**src/hw/rtl/crystal_ball_shape_evaluator_assert.svh**
```systemverilog
// ----------------------------------------------------------------------------
// Crystal ball shape evaluator assertion macros
// Shared concurrent assertion forms, clocked on aclk, off during reset.
// ----------------------------------------------------------------------------
`ifndef CRYSTAL_BALL_SHAPE_EVALUATOR_ASSERT_SVH
`define CRYSTAL_BALL_SHAPE_EVALUATOR_ASSERT_SVH

// same-cycle implication
`define CBSE_ASSERT_IMP(label, clk, rstn, ante, cons, msg) \
    label: assert property (@(posedge clk) disable iff (!(rstn)) (ante) |-> (cons)) \
        else $error(msg);

// next-cycle implication
`define CBSE_ASSERT_NXT(label, clk, rstn, ante, cons, msg) \
    label: assert property (@(posedge clk) disable iff (!(rstn)) (ante) |=> (cons)) \
        else $error(msg);

`endif

```
**src/hw/rtl/cbse_div.sv**
```systemverilog
// ----------------------------------------------------------------------------
// Pipelined restoring divider
// One quotient bit per stage; the dividend's top part must be below the divisor.
// ----------------------------------------------------------------------------
module cbse_div #(
    parameter int DEN_W  = 24,
    parameter int QUO_W  = 23,
    parameter int SIDE_W = 3
) (
    input  logic                   aclk,
    input  logic                   aresetn,
    input  logic                   en,
    input  logic                   in_valid,
    input  logic [DEN_W+QUO_W-1:0] in_num,
    input  logic [DEN_W-1:0]       in_den,
    input  logic [SIDE_W-1:0]      in_side,
    output logic                   out_valid,
    output logic [QUO_W-1:0]       out_quo,
    output logic [SIDE_W-1:0]      out_side
);

    logic [QUO_W-1:0]  valid_reg;
    logic [DEN_W-1:0]  rem_reg  [QUO_W];
    logic [DEN_W-1:0]  rem_next [QUO_W];
    logic [QUO_W-1:0]  lq_reg   [QUO_W];
    logic [QUO_W-1:0]  lq_next  [QUO_W];
    logic [DEN_W-1:0]  den_reg  [QUO_W];
    logic [SIDE_W-1:0] side_reg [QUO_W];

    for (genvar i = 0; i < QUO_W; i++) begin : g_stage
        logic [DEN_W-1:0]  rem_prev;
        logic [DEN_W-1:0]  den_prev;
        logic [QUO_W-1:0]  lq_prev;
        logic [SIDE_W-1:0] side_prev;
        logic              valid_prev;
        logic [DEN_W:0]    trial;
        logic              ge;

        if (i == 0) begin : g_first
            assign rem_prev   = in_num[DEN_W+QUO_W-1:QUO_W];
            assign lq_prev    = in_num[QUO_W-1:0];
            assign den_prev   = in_den;
            assign side_prev  = in_side;
            assign valid_prev = in_valid;
        end else begin : g_rest
            assign rem_prev   = rem_reg[i-1];
            assign lq_prev    = lq_reg[i-1];
            assign den_prev   = den_reg[i-1];
            assign side_prev  = side_reg[i-1];
            assign valid_prev = valid_reg[i-1];
        end

        assign trial       = {rem_prev, lq_prev[QUO_W-1]};
        assign ge          = trial >= {1'b0, den_prev};
        assign rem_next[i] = ge ? DEN_W'(trial - {1'b0, den_prev}) : trial[DEN_W-1:0];
        assign lq_next[i]  = {lq_prev[QUO_W-2:0], ge};

        always_ff @(posedge aclk) begin
            if (!aresetn) begin
                valid_reg[i] <= 1'b0;
            end else if (en) begin
                valid_reg[i] <= valid_prev;
            end
        end

        always_ff @(posedge aclk) begin
            if (en) begin
                rem_reg[i]  <= rem_next[i];
                lq_reg[i]   <= lq_next[i];
                den_reg[i]  <= den_prev;
                side_reg[i] <= side_prev;
            end
        end
    end

    assign out_valid = valid_reg[QUO_W-1];
    assign out_quo   = lq_reg[QUO_W-1];
    assign out_side  = side_reg[QUO_W-1];

endmodule

```
**config.mk**
```make
export PLATFORM = sky130hd
export DESIGN_NAME = cbse_div
export DESIGN_NICKNAME = d
export VERILOG_FILES = /design/src/hw/rtl/crystal_ball_shape_evaluator_assert.svh /design/src/hw/rtl/cbse_div.sv
export SDC_FILE = /design/constraint.sdc
export NUM_CORES = 2
export LEC_CHECK = 0
export BUFFER_PORTS_ARGS = -buffer_cell sky130_fd_sc_hd__buf_2
export CAP_MARGIN = 20
export CORE_MARGIN = 5
export CORE_UTILIZATION = 50
export CTS_CLUSTER_SIZE = 24
export DETAILED_ROUTE_END_ITERATION = 12
export PLACE_DENSITY = 0.66
export SYNTH_ARGS = -nofsm -noshare
export SYNTH_HDL_FRONTEND = slang
export SYNTH_SLANG_ARGS = --single-unit
```
**constraint.sdc**
```tcl
create_clock -name aclk -period 9.53 [get_ports aclk]
set_input_delay 0.4765 -clock aclk [delete_from_list [all_inputs] [get_ports aclk]]
set_output_delay 0.4765 -clock aclk [all_outputs]
set_load 0.05 [all_outputs]
```
==> summary.md <==
| Metric | Value |
|---|---|
| CTS H-Tree Depth | `4` |
| # DRC | `0` |
| Clk sinks | `around 1700` |
| Fillers | `around 13000` |
| Largest family of logic cells by synthesized area | `compound AO/OA/AOI/OAI gates` |
| Synth Warn # | `0` |
| PwrDens | `332 nW/um^2` |
| DR WL met3 | `7550 um` |
| Post-detail-place hpwl | `~130000 um` |
| Initial antenna violation count | `3` |
| Relative slew margins | `approximately 28%` |
| Xor/xnor cell area share of the yosys netlist | `under 10%` |
| Drt via density | `around 5.5` |
| Leak pwr | `roughly 37 nW` |
| Final hold slack | `0.158 ns` |
| Mean Syn Cell Area | `around 12 um^2` |
| Crit Path Max Fanout | `between 40 and 50` |
| Clk_skew | `about 0.033 ns` |
| Commonest non-fill, non-tap cell in the layout | `edfxtp_1` |
| Max-Cap Viols | `0` |
| Post-synth net total | `between 7000 and 8000` |
| Layout cell share with drive strength beyond 1 | `under 10%` |
| Hold depth | `1` |
| Mux share of post-synthesis cell area | `2.39%` |
| IO buf count | `roughly 100` |
| Post-synthesis cell area | `about 83000 um^2` |
| Global-route wire length before repair | `276000 um` |
| Hold Path Sink | `side_reg[0][1]$_DFFE_PP_` |
| Clk slew on worst S/H paths | `0.06 ns` |
| Compound-Gate Fraction of Synth Area | `12.4%` |
| Startpoint Class | `register` |
| Worst-Skew Late Latency | `just over 0.8 ns` |
| Final Max Tran Viols | `0` |
| Final hold viol count | `0` |
| Post-synthesis adder-cell area fraction | `about 9%` |
| Starting DRT DRC Count | `around 4200` |
| Non-filler cells, final | `just over 9000` |
| Die footprint | `roughly 170000 um^2` |
| Post-CTS Setup Bufs | `0` |
| Nets@finish | `~7600` |
| DR top layer | `met4` |
| M1 WL | `78200 um` |
| Vias in the first global route | `between 40000 and 50000` |
| Distinct cells, synth | `100` |
| CTS tree | `done` |
| Post-route ant nets | `0` |
| FF+latch count, synth | `1677` |
| Ys flop type | `edfxtp_1` |
| FP Rows | `149` |
| Fin crit share | `between 40% and 50%` |
| Worst-Margin Slew | `around 1.1 ns` |
| Routed len/inst | `between 15 and 20 um` |
| Reg2Reg Depth | `11` |
| Final Wtd Congestion | `just over 0.9` |
| Commonest non-fill, non-tap cells in the layout | `1654 x edfxtp_1, 684 x inv_1, 552 x ha_1` |
| Power, Total | `just over 30 mW` |
| Final setup TNS | `0 ns` |
| Max FFs per register | `around 530` |
| Register area share after synthesis | `between 60 and 70%` |
| Total GRT Usage | `between 10% and 20%` |
| Grt total ovfl | `0` |
| Reg-to-Reg End | `rem_reg[1][26]$_DFFE_PP_` |
| Clock root cell | `clkbuf_16` |
| Outcome | `finished clean` |
| Async set-reset flop share out of synthesis | `0%` |
| Inst Count DP | `8927` |
| Worst path arrival time | `4.81 ns` |
| CTS buffer count | `181` |
| Area Growth Syn to Fin | `12.2%` |
| Die height | `~420 um` |
| Std-Cell Core Area | `165000 um^2` |
| Largest net degree at the start of global routing | `approximately 170` |
| Via count | `51304` |
| Boundary Pins | `between 100 and 150` |
| First drt pass iteration count | `5` |
| Fin crit period | `~4.3 ns` |
| Hold path startpoint | `en` |
| Initial cell density of the core | `50.4%` |
| Final WL | `~180000 um` |
| Die width | `about 420 um` |
| Hold/Removal Path Class | `in2reg` |
| WL met2 | `about 84000 um` |
| Fmax | `around 0.23 GHz` |
| Crit path kind | `reg2reg` |
| Crit path required time | `slightly above 10 ns` |
| RSZ-0062 raised after global routing | `false` |
| Post-Syn Instances | `approximately 6700` |
| Setup crit end kind | `register` |
| Clock tree buffer depth | `3` |
| R2r setup slk | `around 5.2 ns` |
| Setup violations, final | `0` |
| Worst R2R Start | `den_reg[4][1]$_DFFE_PP_` |
| EDFF count, synth | `1654` |
| Post-synthesis simple-gate area fraction | `between 7 and 8%` |
| Worst vdd ir | `between 0.00015 and 0.0002 V` |
[layout make-up]
type	count	area (um^2)	area share, %
flip-flops and latches	1677	50100	53.7
multi-input cells	4230	30100	32.2
clock buffers	211	4660	4.99
well taps	2189	2740	2.93
inverters	689	2590	2.77
repair buffers	218	1650	1.77
clock inverters	127	1550	1.66
diodes	1	2.50	0.00268
[metrics by stage]
stage | util [%] | area (um^2) | setup slack [ns]
final | 56.5 | 93400 | 5.24
after global routing | 56.5 | 93400 | 5.10
after CTS | 56.5 | 93400 | 5.31
after detailed placement | 52.3 | 86500 | 5.40
after global placement | 52.3 | 86400 | 5.50
after floorplan | - | 83300 | 6.32
[synthesized netlist by cell type (14+ instances only)]
master	instances	share of area (%)
o21ai_1	17	0.10
o21bai_1	55	0.50
mux2_2	144	1.9
mux2i_1	36	0.43
o21a_1	77	0.69
a21oi_1	436	2.6
edfxtp_1	1654	60
o21ai_0	513	3.1
nand2_1	509	2.3
ha_1	552	8.3
nor4_1	24	0.18
inv_1	684	3.1
a21o_1	201	1.8
nor3_1	73	0.44
buf_2	37	0.22
nand4_1	64	0.48
and2_1	14	0.11
o31ai_1	49	0.44
clkbuf_1	68	0.31
xnor2_1	230	2.4
a31oi_1	40	0.30
or3_1	24	0.18
a211o_1	15	0.16
nor2b_1	108	0.81
nor2_1	296	1.3
o211ai_1	19	0.17
nand2b_1	91	0.68
xor2_1	187	2.0
o41ai_1	14	0.15
nand3_1	102	0.61
a21boi_0	21	0.19
fa_1	22	0.53
a211oi_1	42	0.38
and3_1	35	0.26
o31a_1	31	0.33
dfxtp_1	23	0.55
[cell families after synthesis]
family / after synthesis
AOI/OAI and AO/OA: 1657
and+or+nand+nor: 1401
xor gates and xnor gates: 417
adders and majority gates: 574
buffers and inverters: 812
muxes: 181
DFF: 1677
[report_power, final]
group          total [mW]  leakage, nW  switching [mW]  internal, mW
combinational        12.3         17.8            7.07          5.19
sequential           11.6         16.4            1.07          10.5
clock                7.21         3.01            2.96          4.25
total                31.1         37.2            11.1          20.0
[repair_timing]
| action | CTS | global route |
|---|---|---|
| gates resized for setup | 0 | 0 |
| hold buffers | 75 | 0 |
| endpoints found under the hold margin | 89 | 0 |
[critical path, cell delays in order, from the launching register on]
cell	delay, ns
edfxtp_1	0.43
inv_1	0.06
ha_1	0.30
nor2b_1	0.16
o211ai_1	0.12
a31oi_1	0.32
o32ai_2	0.17
o41ai_1	0.75
o21ai_1	0.33
o32a_1	0.49
buf_4	0.28
o21ai_0	0.54
[per-layer routing]
metal | global-route usage, % | vias to the layer above
met5 | 0 | -
met4 | 7.18 | 0
met3 | 2.83 | 309
met2 | 33.4 | 1154
met1 | 26.7 | 24590
li1 | - | 25251
[worst max-delay path by stage]
| stage | from | endpoint | slack (ns) | depth (start not counted) |
|---|---|---|---|---|
| final | den_reg[4][1]$_DFFE_PP_ | rem_reg[1][26]$_DFFE_PP_ | 5.24 | 11 |
| after global routing | den_reg[4][1]$_DFFE_PP_ | rem_reg[1][26]$_DFFE_PP_ | 5.10 | 11 |
| after CTS | den_reg[4][1]$_DFFE_PP_ | rem_reg[1][26]$_DFFE_PP_ | 5.31 | 11 |
| after detailed placement | den_reg[4][1]$_DFFE_PP_ | rem_reg[1][26]$_DFFE_PP_ | 5.40 | 11 |
| after global placement | in_den[6] | rem_reg[0][21]$_DFFE_PP_ | 5.50 | 12 |
| after floorplan | den_reg[2][1]$_DFFE_PP_ | rem_reg[0][78]$_DFFE_PP_ | 6.32 | 12 |
Note: power is estimated with default switching activity, not from simulation.
